**config.mk**
```make
export PLATFORM = sky130hd
export DESIGN_NAME = thick_square_with_diagonals_shader
export DESIGN_NICKNAME = d
export VERILOG_FILES = /design/src/rtl/core/sqd_pkg.sv /design/src/rtl/core/sqd_cfg.sv /design/src/rtl/core/sqd_diff.sv /design/src/rtl/core/sqd_test.sv /design/src/rtl/core/sqd_square.sv /design/src/rtl/core/sqd_shade.sv /design/src/rtl/core/thick_square_with_diagonals_shader.sv
export SDC_FILE = /design/constraint.sdc
export NUM_CORES = 1
export LEC_CHECK = 0
export BUFFER_PORTS_ARGS = -buffer_cell sky130_fd_sc_hd__buf_2
export CORE_UTILIZATION = 35
export CTS_BUF_LIST = sky130_fd_sc_hd__clkbuf_8
export DETAILED_ROUTE_END_ITERATION = 7
export SETUP_SLACK_MARGIN = 0.5
export SLEW_MARGIN = 20
export SYNTH_ARGS = -nofsm -noshare
export SYNTH_HDL_FRONTEND = slang
export SYNTH_HIERARCHICAL = 1
export SYNTH_SLANG_ARGS = --single-unit
```
**constraint.sdc**
```tcl
create_clock -name aclk -period 8.4 [get_ports aclk]
set_input_delay 0.84 -clock aclk [delete_from_list [all_inputs] [get_ports aclk]]
set_output_delay 0.84 -clock aclk [all_outputs]
set_load 0.01 [all_outputs]
```
**src/rtl/core/sqd_pkg.sv**
```systemverilog
// ----------------------------------------------------------------------------
// sqd_pkg
// Shared types and constants for the square-with-diagonals pixel shader.
// ----------------------------------------------------------------------------
`timescale 1ns / 1ps
`default_nettype none

package sqd_pkg;

    localparam int COORD_BITS_DEF = 12;
    localparam int THICK_W        = 8;
    localparam int HALF_W         = THICK_W - 1;
    localparam int SQ_W           = 2 * HALF_W;
    localparam int COLOR_W        = 24;
    localparam int FILL_W         = COLOR_W + 1;
    localparam int APB_ADDR_W     = 5;
    localparam int APB_DATA_W     = 32;

    localparam logic [THICK_W-1:0] THICK_RESET = THICK_W'(1);

    typedef enum logic [2:0] {
        REG_X_ORIGIN       = 3'd0,
        REG_Y_ORIGIN       = 3'd1,
        REG_SIDE_LENGTH    = 3'd2,
        REG_LINE_THICKNESS = 3'd3,
        REG_LINE_COLOR     = 3'd4,
        REG_FILL_SETTING   = 3'd5,
        REG_IMAGE_HEIGHT   = 3'd6,
        REG_IMAGE_WIDTH    = 3'd7
    } reg_idx_t;

    typedef logic [COLOR_W-1:0] color_t;
    typedef logic [HALF_W-1:0]  mag_t;
    typedef logic [SQ_W-1:0]    sq_t;

    // per-item coverage flags
    typedef struct packed {
        logic       edge_hit;
        logic       fill_hit;
        logic       diag_hit;
        logic       lim_ok;
        logic [1:0] ok_dx;
        logic [1:0] ok_dy;
    } hit_t;

endpackage

`default_nettype wire

```
**src/rtl/core/sqd_cfg.sv**
```systemverilog
// ----------------------------------------------------------------------------
// sqd_cfg
// APB register file holding the shape, color and image size settings.
// ----------------------------------------------------------------------------
`timescale 1ns / 1ps
`default_nettype none

module sqd_cfg
    import sqd_pkg::*;
#(
    parameter int COORD_BITS = COORD_BITS_DEF
) (
    input  wire logic                    aclk,
    input  wire logic                    aresetn,
    input  wire logic                    psel,
    input  wire logic                    penable,
    input  wire logic                    pwrite,
    input  wire logic [APB_ADDR_W-1:0]   paddr,
    input  wire logic [APB_DATA_W-1:0]   pwdata,
    output logic      [APB_DATA_W-1:0]   prdata,
    output logic      [COORD_BITS-1:0]   x_origin,
    output logic      [COORD_BITS-1:0]   y_origin,
    output logic      [COORD_BITS-1:0]   side_length,
    output logic      [THICK_W-1:0]      line_thickness,
    output color_t                       line_color,
    output logic      [FILL_W-1:0]       fill_setting,
    output logic      [COORD_BITS:0]     image_height,
    output logic      [COORD_BITS:0]     image_width
);

    logic [COORD_BITS-1:0] x_origin_reg;
    logic [COORD_BITS-1:0] y_origin_reg;
    logic [COORD_BITS-1:0] side_length_reg;
    logic [THICK_W-1:0]    line_thickness_reg;
    color_t                line_color_reg;
    logic [FILL_W-1:0]     fill_setting_reg;
    logic [COORD_BITS:0]   image_height_reg;
    logic [COORD_BITS:0]   image_width_reg;
    reg_idx_t              idx;
    logic                  wr_en;

    assign idx   = reg_idx_t'(paddr[4:2]);
    assign wr_en = psel & penable & pwrite;

    always_ff @(posedge aclk) begin
        if (!aresetn) begin
            x_origin_reg       <= '0;
            y_origin_reg       <= '0;
            side_length_reg    <= '0;
            line_thickness_reg <= THICK_RESET;
            line_color_reg     <= '0;
            fill_setting_reg   <= '0;
            image_height_reg   <= (COORD_BITS+1)'(1);
            image_width_reg    <= (COORD_BITS+1)'(1);
        end else if (wr_en) begin
            unique case (idx)
                REG_X_ORIGIN:       x_origin_reg       <= pwdata[COORD_BITS-1:0];
                REG_Y_ORIGIN:       y_origin_reg       <= pwdata[COORD_BITS-1:0];
                REG_SIDE_LENGTH:    side_length_reg    <= pwdata[COORD_BITS-1:0];
                REG_LINE_THICKNESS: line_thickness_reg <= pwdata[THICK_W-1:0];
                REG_LINE_COLOR:     line_color_reg     <= pwdata[COLOR_W-1:0];
                REG_FILL_SETTING:   fill_setting_reg   <= pwdata[FILL_W-1:0];
                REG_IMAGE_HEIGHT:   image_height_reg   <= pwdata[COORD_BITS:0];
                REG_IMAGE_WIDTH:    image_width_reg    <= pwdata[COORD_BITS:0];
            endcase
        end
    end

    always_comb begin
        unique case (idx)
            REG_X_ORIGIN:       prdata = APB_DATA_W'(x_origin_reg);
            REG_Y_ORIGIN:       prdata = APB_DATA_W'(y_origin_reg);
            REG_SIDE_LENGTH:    prdata = APB_DATA_W'(side_length_reg);
            REG_LINE_THICKNESS: prdata = APB_DATA_W'(line_thickness_reg);
            REG_LINE_COLOR:     prdata = APB_DATA_W'(line_color_reg);
            REG_FILL_SETTING:   prdata = APB_DATA_W'(fill_setting_reg);
            REG_IMAGE_HEIGHT:   prdata = APB_DATA_W'(image_height_reg);
            REG_IMAGE_WIDTH:    prdata = APB_DATA_W'(image_width_reg);
        endcase
    end

    assign x_origin       = x_origin_reg;
    assign y_origin       = y_origin_reg;
    assign side_length    = side_length_reg;
    assign line_thickness = line_thickness_reg;
    assign line_color     = line_color_reg;
    assign fill_setting   = fill_setting_reg;
    assign image_height   = image_height_reg;
    assign image_width    = image_width_reg;

endmodule

`default_nettype wire

```
**src/rtl/core/sqd_diff.sv**
```systemverilog
// ----------------------------------------------------------------------------
// sqd_diff
// Stage 1: pixel position relative to the square origin, image bounds.
// ----------------------------------------------------------------------------
`timescale 1ns / 1ps
`default_nettype none

module sqd_diff
    import sqd_pkg::*;
#(
    parameter int COORD_BITS = COORD_BITS_DEF,
    parameter int SW         = COORD_BITS + 5
) (
    input  wire logic                   aclk,
    input  wire logic                   aresetn,
    input  wire logic                   in_valid,
    output logic                        in_ready,
    input  wire logic [COORD_BITS-1:0]  pixel_row,
    input  wire logic [COORD_BITS-1:0]  pixel_col,
    input  wire color_t                 in_color,
    input  wire logic [COORD_BITS-1:0]  x_origin,
    input  wire logic [COORD_BITS-1:0]  y_origin,
    input  wire logic [COORD_BITS:0]    image_height,
    input  wire logic [COORD_BITS:0]    image_width,
    output logic                        out_valid,
    input  wire logic                   out_ready,
    output logic signed [SW-1:0]        cx,
    output logic signed [SW-1:0]        cy,
    output logic                        in_image,
    output logic                        lim_ok,
    output color_t                      out_color
);

    logic                valid_reg;
    logic signed [SW-1:0] cx_reg, cx_next;
    logic signed [SW-1:0] cy_reg, cy_next;
    logic                in_image_reg, in_image_next;
    logic                lim_ok_reg, lim_ok_next;
    color_t              color_reg;
    logic                row_lt_w, col_lt_h;

    // cx = c - X, cy = (H - r) - Y
    always_comb begin
        cx_next = $signed({{(SW-COORD_BITS){1'b0}}, pixel_col})
                - $signed({{(SW-COORD_BITS){1'b0}}, x_origin});
        cy_next = $signed({{(SW-COORD_BITS-1){1'b0}}, image_height})
                - $signed({{(SW-COORD_BITS){1'b0}}, pixel_row})
                - $signed({{(SW-COORD_BITS){1'b0}}, y_origin});
        in_image_next = ({1'b0, pixel_row} < image_height) &&
                        ({1'b0, pixel_col} < image_width);
        row_lt_w    = {1'b0, pixel_row} < image_width;
        col_lt_h    = {1'b0, pixel_col} < image_height;
        lim_ok_next = in_image_next && row_lt_w && col_lt_h;
    end

    assign in_ready = !valid_reg || out_ready;

    always_ff @(posedge aclk) begin
        if (!aresetn) begin
            valid_reg <= 1'b0;
        end else if (in_ready) begin
            valid_reg <= in_valid;
        end
    end

    always_ff @(posedge aclk) begin
        if (in_ready && in_valid) begin
            cx_reg       <= cx_next;
            cy_reg       <= cy_next;
            in_image_reg <= in_image_next;
            lim_ok_reg   <= lim_ok_next;
            color_reg    <= in_color;
        end
    end

    assign out_valid = valid_reg;
    assign cx        = cx_reg;
    assign cy        = cy_reg;
    assign in_image  = in_image_reg;
    assign lim_ok    = lim_ok_reg;
    assign out_color = color_reg;

endmodule

`default_nettype wire

```
**src/rtl/core/sqd_test.sv**
```systemverilog
// ----------------------------------------------------------------------------
// sqd_test
// Stage 2: outline, fill and diagonal band tests; corner disc offsets.
// ----------------------------------------------------------------------------
`timescale 1ns / 1ps
`default_nettype none

module sqd_test
    import sqd_pkg::*;
#(
    parameter int COORD_BITS = COORD_BITS_DEF,
    parameter int SW         = COORD_BITS + 5
) (
    input  wire logic                   aclk,
    input  wire logic                   aresetn,
    input  wire logic                   in_valid,
    output logic                        in_ready,
    input  wire logic signed [SW-1:0]   cx,
    input  wire logic signed [SW-1:0]   cy,
    input  wire logic                   in_image,
    input  wire logic                   lim_ok,
    input  wire color_t                 in_color,
    input  wire logic [COORD_BITS-1:0]  side_length,
    input  wire logic [THICK_W-1:0]     line_thickness,
    input  wire logic                   fill_en,
    output logic                        out_valid,
    input  wire logic                   out_ready,
    output hit_t                        hits,
    output mag_t                        dx0,
    output mag_t                        dx1,
    output mag_t                        dy0,
    output mag_t                        dy1,
    output color_t                      out_color
);

    logic  valid_reg;
    hit_t  hits_reg, hits_next;
    mag_t  dx0_reg, dx1_reg, dy0_reg, dy1_reg;
    mag_t  dx0_next, dx1_next, dy0_next, dy1_next;
    color_t color_reg;

    logic signed [SW-1:0] s, h, nh, q, tm1, cxs, cys, smh, smq, d1, d2;
    logic                 hband, vband, fill_col, fill_row, diag_col;

    function automatic logic in_rng(input logic signed [SW-1:0] v,
                                    input logic signed [SW-1:0] lo,
                                    input logic signed [SW-1:0] hi);
        in_rng = (v >= lo) && (v <= hi);
    endfunction

    function automatic mag_t mag_of(input logic signed [SW-1:0] v);
        logic signed [SW-1:0] n;
        n      = -v;
        mag_of = v[SW-1] ? n[HALF_W-1:0] : v[HALF_W-1:0];
    endfunction

    always_comb begin
        s   = $signed({{(SW-COORD_BITS){1'b0}}, side_length});
        h   = $signed({{(SW-HALF_W){1'b0}}, line_thickness[THICK_W-1:1]});
        q   = $signed({{(SW-HALF_W+1){1'b0}}, line_thickness[THICK_W-1:2]});
        tm1 = $signed({{(SW-THICK_W){1'b0}}, line_thickness}) - SW'(1);
        nh  = -h;
        cxs = cx - s;
        cys = cy - s;
        smh = s - h;
        smq = s - q;
        d1  = cx - cy + h - q;
        d2  = q + s - cx - cy;

        hband = (cx >= 0) && (cx < s) && (in_rng(cy, nh, h) || in_rng(cys, nh, h));
        vband = (cy >= 0) && (cy < s) && (in_rng(cx, nh, h) || in_rng(cxs, nh, h));

        fill_col = (cx >= h) && (cx < smh);
        fill_row = (cy >= h) && (cy < smh);
        diag_col = (cx >= q) && (cx < smq);

        hits_next.edge_hit = in_image && (hband || vband);
        hits_next.fill_hit = in_image && fill_en && fill_col && fill_row;
        hits_next.diag_hit = in_image && diag_col &&
                             (in_rng(d1, nh, tm1) || in_rng(d2, nh, tm1));
        hits_next.lim_ok   = lim_ok;
        // disc offsets: columns X and X+S, rows H-Y and H-Y-S
        hits_next.ok_dx    = {in_rng(cxs, nh, h), in_rng(cx, nh, h)};
        hits_next.ok_dy    = {in_rng(cys, nh, h), in_rng(cy, nh, h)};

        dx0_next = mag_of(cx);
        dx1_next = mag_of(cxs);
        dy0_next = mag_of(cy);
        dy1_next = mag_of(cys);
    end

    assign in_ready = !valid_reg || out_ready;

    always_ff @(posedge aclk) begin
        if (!aresetn) begin
            valid_reg <= 1'b0;
        end else if (in_ready) begin
            valid_reg <= in_valid;
        end
    end

    always_ff @(posedge aclk) begin
        if (in_ready && in_valid) begin
            hits_reg  <= hits_next;
            dx0_reg   <= dx0_next;
            dx1_reg   <= dx1_next;
            dy0_reg   <= dy0_next;
            dy1_reg   <= dy1_next;
            color_reg <= in_color;
        end
    end

    assign out_valid = valid_reg;
    assign hits      = hits_reg;
    assign dx0       = dx0_reg;
    assign dx1       = dx1_reg;
    assign dy0       = dy0_reg;
    assign dy1       = dy1_reg;
    assign out_color = color_reg;

endmodule

`default_nettype wire

```
**src/rtl/core/sqd_square.sv**
```systemverilog
// ----------------------------------------------------------------------------
// sqd_square
// Stage 3: squares of the corner disc offsets and of the disc radius.
// ----------------------------------------------------------------------------
`timescale 1ns / 1ps
`default_nettype none

module sqd_square
    import sqd_pkg::*;
(
    input  wire logic                aclk,
    input  wire logic                aresetn,
    input  wire logic                in_valid,
    output logic                     in_ready,
    input  wire hit_t                hits,
    input  wire mag_t                dx0,
    input  wire mag_t                dx1,
    input  wire mag_t                dy0,
    input  wire mag_t                dy1,
    input  wire color_t              in_color,
    input  wire logic [THICK_W-1:0]  line_thickness,
    output logic                     out_valid,
    input  wire logic                out_ready,
    output hit_t                     out_hits,
    output sq_t                      dx0_sq,
    output sq_t                      dx1_sq,
    output sq_t                      dy0_sq,
    output sq_t                      dy1_sq,
    output sq_t                      rad_sq,
    output color_t                   out_color
);

    logic   valid_reg;
    hit_t   hits_reg;
    sq_t    dx0_sq_reg, dx1_sq_reg, dy0_sq_reg, dy1_sq_reg, rad_sq_reg;
    sq_t    dx0_sq_next, dx1_sq_next, dy0_sq_next, dy1_sq_next, rad_sq_next;
    color_t color_reg;
    mag_t   rad;

    assign rad = line_thickness[THICK_W-1:1];

    always_comb begin
        dx0_sq_next = {{HALF_W{1'b0}}, dx0} * {{HALF_W{1'b0}}, dx0};
        dx1_sq_next = {{HALF_W{1'b0}}, dx1} * {{HALF_W{1'b0}}, dx1};
        dy0_sq_next = {{HALF_W{1'b0}}, dy0} * {{HALF_W{1'b0}}, dy0};
        dy1_sq_next = {{HALF_W{1'b0}}, dy1} * {{HALF_W{1'b0}}, dy1};
        rad_sq_next = {{HALF_W{1'b0}}, rad} * {{HALF_W{1'b0}}, rad};
    end

    assign in_ready = !valid_reg || out_ready;

    always_ff @(posedge aclk) begin
        if (!aresetn) begin
            valid_reg <= 1'b0;
        end else if (in_ready) begin
            valid_reg <= in_valid;
        end
    end

    always_ff @(posedge aclk) begin
        if (in_ready && in_valid) begin
            hits_reg   <= hits;
            dx0_sq_reg <= dx0_sq_next;
            dx1_sq_reg <= dx1_sq_next;
            dy0_sq_reg <= dy0_sq_next;
            dy1_sq_reg <= dy1_sq_next;
            rad_sq_reg <= rad_sq_next;
            color_reg  <= in_color;
        end
    end

    assign out_valid = valid_reg;
    assign out_hits  = hits_reg;
    assign dx0_sq    = dx0_sq_reg;
    assign dx1_sq    = dx1_sq_reg;
    assign dy0_sq    = dy0_sq_reg;
    assign dy1_sq    = dy1_sq_reg;
    assign rad_sq    = rad_sq_reg;
    assign out_color = color_reg;

endmodule

`default_nettype wire

```
**src/rtl/core/sqd_shade.sv**
```systemverilog
// ----------------------------------------------------------------------------
// sqd_shade
// Stage 4: corner disc test, layer priority and the output register.
// ----------------------------------------------------------------------------
`timescale 1ns / 1ps
`default_nettype none

module sqd_shade
    import sqd_pkg::*;
(
    input  wire logic                aclk,
    input  wire logic                aresetn,
    input  wire logic                in_valid,
    output logic                     in_ready,
    input  wire hit_t                hits,
    input  wire sq_t                 dx0_sq,
    input  wire sq_t                 dx1_sq,
    input  wire sq_t                 dy0_sq,
    input  wire sq_t                 dy1_sq,
    input  wire sq_t                 rad_sq,
    input  wire color_t              in_color,
    input  wire color_t              line_color,
    input  wire color_t              fill_color,
    output logic                     out_valid,
    input  wire logic                out_ready,
    output color_t                   out_color
);

    logic          valid_reg;
    color_t        color_reg, color_next;
    logic [SQ_W:0] s00, s01, s10, s11, lim;
    logic          disc_hit;

    always_comb begin
        lim = {1'b0, rad_sq};
        s00 = {1'b0, dx0_sq} + {1'b0, dy0_sq};
        s01 = {1'b0, dx0_sq} + {1'b0, dy1_sq};
        s10 = {1'b0, dx1_sq} + {1'b0, dy0_sq};
        s11 = {1'b0, dx1_sq} + {1'b0, dy1_sq};
        disc_hit = hits.lim_ok && (
                   (hits.ok_dx[0] && hits.ok_dy[0] && (s00 <= lim)) ||
                   (hits.ok_dx[0] && hits.ok_dy[1] && (s01 <= lim)) ||
                   (hits.ok_dx[1] && hits.ok_dy[0] && (s10 <= lim)) ||
                   (hits.ok_dx[1] && hits.ok_dy[1] && (s11 <= lim)));

        // later layer wins: outline/discs, then fill, then diagonals
        color_next = in_color;
        if (hits.edge_hit || disc_hit) begin
            color_next = line_color;
        end
        if (hits.fill_hit) begin
            color_next = fill_color;
        end
        if (hits.diag_hit) begin
            color_next = line_color;
        end
    end

    assign in_ready = !valid_reg || out_ready;

    always_ff @(posedge aclk) begin
        if (!aresetn) begin
            valid_reg <= 1'b0;
        end else if (in_ready) begin
            valid_reg <= in_valid;
        end
    end

    always_ff @(posedge aclk) begin
        if (in_ready && in_valid) begin
            color_reg <= color_next;
        end
    end

    assign out_valid = valid_reg;
    assign out_color = color_reg;

endmodule

`default_nettype wire

```
**src/rtl/core/thick_square_with_diagonals_shader.sv**
```systemverilog
// ----------------------------------------------------------------------------
// thick_square_with_diagonals_shader
// Per-pixel shader drawing a thick square outline, corner discs, an optional
// inner fill and two diagonal bands over an incoming pixel stream.
// ----------------------------------------------------------------------------
// Pipeline: 4 register stages (sqd_diff, sqd_test, sqd_square, sqd_shade);
// m_tdata comes straight from the sqd_shade register.
// Throughput: one item per cycle while m_tready is high; a stalled output backs
// up without loss: each stage holds one item and moves on when the next has room.
// Reset: synchronous active-low aresetn clears all stage valid bits and loads
// register defaults (thickness 1, image 1x1, everything else 0).
`timescale 1ns / 1ps
`default_nettype none

module thick_square_with_diagonals_shader
    import sqd_pkg::*;
#(
    parameter int COORD_BITS = COORD_BITS_DEF
) (
    input  wire logic                                     aclk,
    input  wire logic                                     aresetn,
    input  wire logic                                     s_tvalid,
    output logic                                          s_tready,
    // pixel_row, pixel_col, in_red, in_green, in_blue (from bit 0 up)
    input  wire logic [((2*COORD_BITS+24+7)/8)*8-1:0]     s_tdata,
    output logic                                          m_tvalid,
    input  wire logic                                     m_tready,
    // out_red, out_green, out_blue (from bit 0 up)
    output logic [COLOR_W-1:0]                            m_tdata,
    input  wire logic                                     psel,
    input  wire logic                                     penable,
    input  wire logic                                     pwrite,
    input  wire logic [APB_ADDR_W-1:0]                    paddr,
    input  wire logic [APB_DATA_W-1:0]                    pwdata,
    output logic [APB_DATA_W-1:0]                         prdata,
    output logic                                          pready
);

    localparam int SW = COORD_BITS + 5;

    logic [COORD_BITS-1:0] x_origin, y_origin, side_length;
    logic [THICK_W-1:0]    line_thickness;
    color_t                line_color;
    logic [FILL_W-1:0]     fill_setting;
    logic [COORD_BITS:0]   image_height, image_width;

    color_t               px_color;
    logic                 v1, r1, v2, r2, v3, r3;
    logic signed [SW-1:0] cx, cy;
    logic                 in_image, lim_ok;
    color_t               c1, c2, c3, c4;
    hit_t                 hits2, hits3;
    mag_t                 dx0, dx1, dy0, dy1;
    sq_t                  dx0_sq, dx1_sq, dy0_sq, dy1_sq, rad_sq;

    assign pready   = 1'b1;
    assign px_color = {s_tdata[2*COORD_BITS +: 8],
                       s_tdata[2*COORD_BITS+8 +: 8],
                       s_tdata[2*COORD_BITS+16 +: 8]};

    sqd_cfg #(.COORD_BITS(COORD_BITS)) u_cfg (
        .aclk           (aclk),
        .aresetn        (aresetn),
        .psel           (psel),
        .penable        (penable),
        .pwrite         (pwrite),
        .paddr          (paddr),
        .pwdata         (pwdata),
        .prdata         (prdata),
        .x_origin       (x_origin),
        .y_origin       (y_origin),
        .side_length    (side_length),
        .line_thickness (line_thickness),
        .line_color     (line_color),
        .fill_setting   (fill_setting),
        .image_height   (image_height),
        .image_width    (image_width)
    );

    sqd_diff #(.COORD_BITS(COORD_BITS), .SW(SW)) u_diff (
        .aclk         (aclk),
        .aresetn      (aresetn),
        .in_valid     (s_tvalid),
        .in_ready     (s_tready),
        .pixel_row    (s_tdata[COORD_BITS-1:0]),
        .pixel_col    (s_tdata[2*COORD_BITS-1:COORD_BITS]),
        .in_color     (px_color),
        .x_origin     (x_origin),
        .y_origin     (y_origin),
        .image_height (image_height),
        .image_width  (image_width),
        .out_valid    (v1),
        .out_ready    (r1),
        .cx           (cx),
        .cy           (cy),
        .in_image     (in_image),
        .lim_ok       (lim_ok),
        .out_color    (c1)
    );

    sqd_test #(.COORD_BITS(COORD_BITS), .SW(SW)) u_test (
        .aclk           (aclk),
        .aresetn        (aresetn),
        .in_valid       (v1),
        .in_ready       (r1),
        .cx             (cx),
        .cy             (cy),
        .in_image       (in_image),
        .lim_ok         (lim_ok),
        .in_color       (c1),
        .side_length    (side_length),
        .line_thickness (line_thickness),
        .fill_en        (fill_setting[COLOR_W]),
        .out_valid      (v2),
        .out_ready      (r2),
        .hits           (hits2),
        .dx0            (dx0),
        .dx1            (dx1),
        .dy0            (dy0),
        .dy1            (dy1),
        .out_color      (c2)
    );

    sqd_square u_square (
        .aclk           (aclk),
        .aresetn        (aresetn),
        .in_valid       (v2),
        .in_ready       (r2),
        .hits           (hits2),
        .dx0            (dx0),
        .dx1            (dx1),
        .dy0            (dy0),
        .dy1            (dy1),
        .in_color       (c2),
        .line_thickness (line_thickness),
        .out_valid      (v3),
        .out_ready      (r3),
        .out_hits       (hits3),
        .dx0_sq         (dx0_sq),
        .dx1_sq         (dx1_sq),
        .dy0_sq         (dy0_sq),
        .dy1_sq         (dy1_sq),
        .rad_sq         (rad_sq),
        .out_color      (c3)
    );

    sqd_shade u_shade (
        .aclk       (aclk),
        .aresetn    (aresetn),
        .in_valid   (v3),
        .in_ready   (r3),
        .hits       (hits3),
        .dx0_sq     (dx0_sq),
        .dx1_sq     (dx1_sq),
        .dy0_sq     (dy0_sq),
        .dy1_sq     (dy1_sq),
        .rad_sq     (rad_sq),
        .in_color   (c3),
        .line_color (line_color),
        .fill_color (fill_setting[COLOR_W-1:0]),
        .out_valid  (m_tvalid),
        .out_ready  (m_tready),
        .out_color  (c4)
    );

    assign m_tdata = {c4[7:0], c4[15:8], c4[23:16]};

endmodule

`default_nettype wire

```
## Word-level counts from Yosys, hierarchy flattened

Index checks and enable logic that the tools add are counted.

- Register bits after elaboration: 365
- Bits of input ports: 92
- Logic and storage cells: 176

- $add $sub $neg: 23
- Multipliers: 5
- Magnitude comparators: 30
- Equality and inequality tests: 7
- Mux-type cells: 8
- Bitwise operators: 2
- Reduce and logical (&&, ||, !) cells: 60

Operators by type and width:

| kind | number |
|---|---|
| $pmux 32 s8 | 1 |
| $ge 17x17->1 | 5 |
| $mux 24 | 3 |
| $mul 7x7->14 | 5 |
| $add 14x14->15 | 4 |
| $le 15x14->1 | 4 |
| $lt 12x13->1 | 4 |
| $le 17x8->1 | 3 |
| $lt 13x13->1 | 3 |
| $logic_and 1x1->1 | 35 |
| $le 17x17->1 | 2 |
| $lt 17x13->1 | 2 |
| $sub 17x13->17 | 2 |
| $mux 7 | 4 |
| $neg 7->7 | 4 |
| $add 17x8->17 | 1 |
| $ge 13x17->1 | 1 |
| $ge 17x1->1 const B | 1 |
| $ge 17x8->1 | 1 |
| $neg 7->17 | 1 |
| $sub 13x17->17 | 1 |
| $sub 17x17->17 | 1 |
| $sub 17x7->17 | 1 |
| $reduce_and 2->1 | 8 |
| 19 further kinds | 38 |

## Longest topological paths before layout

- Depth in word-level cells: 11
- Depth in mapped cells: 31
- Gate-level depth less buffers: 31

## Hierarchy

The synthesis kept the hierarchy.

By module, submodules not included:

| module | instances | cells each | area each (sq um) | sequential area each (sq um) |
|---|---|---|---|---|
| sqd_test | 1 | 1355 | 12082.8 | 1821.7 |
| sqd_square | 1 | 873 | 9163.8 | 2932.8 |
| sqd_cfg | 1 | 662 | 5661.7 | 2382.3 |
| sqd_shade | 1 | 605 | 5183.7 | 740.7 |
| sqd_diff | 1 | 407 | 4214.0 | 1641.6 |
| thick_square_with_diagonals_shader | 1 | 2 | 11.3 | 0.0 |

## Worst setup path before layout

Ideal clock, no wire load.

- Path type: reg-to-reg
- From: reg u_cfg.line_thickness_reg[4] (netlist: u_cfg/line_thickness[4])
- To: reg u_test.hits_reg (netlist bit u_test/hits[5]) (data pin)
- Setup time: 0.256 ns
- Arrival: 5.619 ns
- Required time: 8.144 ns
- Slack: 2.525 ns
- Stages on the path, launching flop included: 30
- Buffers on the path: 1
- Period minus slack after synthesis: 5.875 ns
- Cell sequence: dfxtp_1 > inv_1 > ha_1 > clkbuf_1 > nor2_1 > nor2_1 > nor2_1 > nor2_1 > nor2_1 > nor2_1 > o21bai_1 > and3_1 > xnor2_1 > fa_1 > inv_1 > ha_1 > nand3_1 > nand2_1 > a41o_1 > o41ai_1 > o21ai_0 > o21a_1 > nor2_1 > xnor2_1 > ha_1 > nand2b_1 > a2111oi_0 > o21ai_0 > a22o_1 > and4_1

RTL lines:

| item | RTL line | source |
|---|---|---|
| start, declared | sqd_cfg.sv:34 | `logic [THICK_W-1:0] line_thickness_reg;` |
| start signal, assigned | sqd_cfg.sv:60 | `REG_LINE_THICKNESS: line_thickness_reg <= pwdata[THICK_W-1:0];` |
| end signal, assigned | sqd_test.sv:104 | `hits_reg <= hits_next;` |
| end, declared | sqd_test.sv:37 | `hit_t hits_reg, hits_next;` |

==> run_results.csv <==
group,metric,value,unit
cells_and_area,final_common_cell,"ha_1",
sta,final.period_utilization,0.7847,
sta,rsz0062_at_grt,"no",
synthesis,synth_area,0.03632,sq mm
floorplan,ioPinCount,151,
sta,worst_slack,1808,ps
grt,use_met3,0.02204,
sta,hold_viol,0,
sta,slew_headroom,0.2856,
min_path,whs_endpoint,"u_diff/out_color[16]$_DFFE_PP_",
grt,gr-usage-met1,0.2667,
setup_path,regToRegEndpoint,"u_test/hits[5]$_DFFE_PP_",
floorplan,start_util,0.3549,
grt,grtUsageMet2,0.3182,
flow_run,cap_violations,0,
placed_design,hpwl,80630,um
min_path,hold_depth,1,
setup_path,arrival,7040,ps
sta,max_slew.worst_pin.slew,1068,ps
setup_path,reg2reg_from,"u_cfg/line_thickness[3]$_SDFFE_PN0P_",
power_and_ir_drop,p_int,4.678,mW
power_and_ir_drop,p_leak,16.84,nW
setup_path,cp.required,8850,ps
route,drt_iter0_markers,2085,
route,wirelength,103600,um
clocking,cts_made_buffers,66,
placed_design,port_buffers,133,
power_and_ir_drop,power.share.clock,0.227,
grt,busiest_layer,"met2",
setup_path,r2r_slack,1810,ps
floorplan,die_h,324.1,um
synthesis,yosys_warnings,6,
grt,grt_max_degree,84,
sta,fmax,0.1517,GHz
synthesis,ys_ff_latch,358,
min_path,min_from,"s_tdata[24]",
power_and_ir_drop,ir_drop,0.09788,mV
clocking,cts_tree,"built",
clocking,post_cts_buffers,0,
setup_path,cp_max_fo,11,
sta,fin_skew,66.39,ps
grt,track_usage,0.1932,
setup_path,cp-start-kind,"flop",
cells_and_area,areaGrowthSynthToFinish,9.381,%
floorplan,core_area,0.1023,sq mm
clocking,clkLatencyLatePin,680,ps
synthesis,synth_edf_count,235,
placed_design,gp_congestion,0.9297,
synthesis,synth.distinct_cells,112,
setup_path,crit_buf_inv,3,
synthesis,synth-seq-area-share,0.2621,
cells_and_area,largest_reg_flops,25,
clocking,clock-sinks,358,
sta,holdWs,341.5,ps
clocking,hold_buffers,0,
route,drt-wirelength-per-cell,19.00,um
route,drt_pass1_iterations,5,
grt,grt_pass1_vias,27480,
synthesis,syn_inst,3904,
synthesis,ys.flop_type,"edfxtp_1",
clocking,clk_path_buf_depth,3,
clocking,clk_pin_slew,80,ps
cells_and_area,n_fill_cell,10240,
floorplan,dieArea,0.1051,sq mm
setup_path,r2r_cells,29,
grt,antenna_found_initial,2,
outcome,status,"finished, final reports clean",
cells_and_area,final_cell_mix,"ha_1, inv_1, nand2_1",
setup_path,crit_path_end_kind,"flop",
placed_design,pre_cts_ws,1788,ps
setup_path,path_common_cell,"nor2_1",
power_and_ir_drop,netSwitchingFraction,0.3973,
min_path,hold_path_class,"in2reg",
grt,grt_overflow,0,
setup_path,path_delay_family,"compound AO/OA/AOI/OAI gates",
route,route.detailed.drc,0,
sta,setup_tns,0,ps
grt,grt_pass1_wl,158100,um
setup_path,worst-setup-path-type,"reg2reg",
synthesis,async_flop_share,0,
sta,final-max-slew-violation-count,0,
power_and_ir_drop,combPwrFrac,0.492,
floorplan,die_w,324.1,um
clocking,cts_resized,0,
route,antenna_left,0,
floorplan,fp-row-count,117,
clocking,root_buffer,"clkbuf_8",
sta,period_needed,6592,ps
power_and_ir_drop,pwr-share-seq,0.281,
power_and_ir_drop,switching_power,3.084,mW
synthesis,syn_area_per_cell,9.303,sq um
cells_and_area,nNetsFinal,4855,
setup_path,slowest_stage,"o41ai_1",
sta,setup_violations,0,
route,via_per_inst,5.334,
route,vias,29070,
clocking,h-tree-depth,3,
power_and_ir_drop,p_per_area,195.4,mW/mm^2
setup_path,critPathMaxStageDelay,590,ps
cells_and_area,layout-drive-gt1-share,0.08946,
-- cells in the mapped netlist, types with 47 or more instances --
cell,count,area share
a21boi_0,53,0.011
a21boi_1,53,0.011
a21o_1,78,0.016
a21oi_1,197,0.027
and2_1,79,0.014
clkbuf_1,58,0.0060
dfxtp_1,123,0.068
edfxtp_1,235,0.19
fa_1,102,0.056
ha_1,632,0.22
inv_1,372,0.038
mux2i_1,73,0.020
nand2_1,354,0.037
nand2b_1,61,0.011
nand3_1,67,0.0092
nand4_1,47,0.0081
nor2_1,194,0.020
nor2b_1,89,0.015
nor3_1,59,0.0081
o21ai_0,145,0.020
xnor2_1,197,0.048
xor2_1,59,0.014
-- metal layers --
metal	share of wire	routed length, um	vias to the layer above
met5	0.000097	10	-
met2	0.46	48090	749
met1	0.47	48440	13950
met3	0.045	4685	142
li1	-	-	14230
met4	0.023	2334	2
-- per-stage QoR --
step	utilization	instances	area, sq um	power, mW
6_report	0.3882	5450	39720	7.762
2_1_floorplan	-	3914	36350	5.123
5_1_grt	0.3882	5449	39720	8.402
4_1_cts	0.3880	5447	39700	7.793
3_3_place_gp	0.3746	5328	38330	5.929
3_5_place_dp	0.3746	5328	38330	5.982
-- logic make-up (layout without fill, tap and decap cells) --
group | Yosys count | in the layout | share of synthesized area
AO/OA/AOI/OAI | 874 | 874 | 0.1671
XOR/XNOR | 256 | 256 | 0.06174
adder cells (fa/ha/maj) | 734 | 734 | 0.2740
buffers and inverters | 494 | 660 | 0.05685
flip-flops | 358 | 358 | 0.2621
multiplexers | 88 | 88 | 0.02601
other | 3 | 15 | 0.0003100
AND/OR/NAND/NOR | 1097 | 1097 | 0.1519
-- final cells by class --
| type | count | area, sq um | share of cell area |
|---|---|---|---|
| Tap cell | 1368 | 1712 | 0.04309 |
| Antenna cell | 2 | 5.005 | 0.0001260 |
| Inverter | 374 | 1404 | 0.03534 |
| Multi-Input combinational cell | 3062 | 24780 | 0.6238 |
| Clock buffer | 73 | 1005 | 0.02529 |
| Clock inverter | 46 | 371.6 | 0.009355 |
| Sequential cell | 358 | 9519 | 0.2396 |
| Timing Repair Buffer | 167 | 928.4 | 0.02337 |
-- worst max-delay path by stage --
| stage | slack [ps] | to | from | cells after the start |
|---|---|---|---|---|
| finish | 1810 | u_test/hits[5]$_DFFE_PP_ | u_cfg/line_thickness[3]$_SDFFE_PN0P_ | 29 |
| global route | 1280 | u_test/hits[5]$_DFFE_PP_ | u_cfg/side_length[1]$_SDFFE_PN0P_ | 28 |
| CTS | 1820 | u_test/hits[5]$_DFFE_PP_ | u_cfg/side_length[1]$_SDFFE_PN0P_ | 25 |
| detailed placement | 1790 | u_test/hits[5]$_DFFE_PP_ | u_cfg/side_length[1]$_SDFFE_PN0P_ | 25 |
| global placement | 1800 | u_test/hits[5]$_DFFE_PP_ | u_cfg/side_length[1]$_SDFFE_PN0P_ | 28 |
| floorplan | 2520 | u_test/hits[5]$_DFFE_PP_ | u_cfg/line_thickness[4]$_SDFFE_PN0P_ | 29 |
-- power groups by stage --
stage | Combinational (mW) | Sequential, mW | Clock [mW]
after global routing | 4.32 | 2.19 | 1.89
final | 3.82 | 2.18 | 1.76
after CTS | 3.80 | 2.19 | 1.81
after global placement | 3.71 | 2.22 | 0
after floorplan | 2.98 | 2.15 | 0
after detailed placement | 3.76 | 2.22 | 0
No activity file was read; power rests on OpenSTA's default activity.
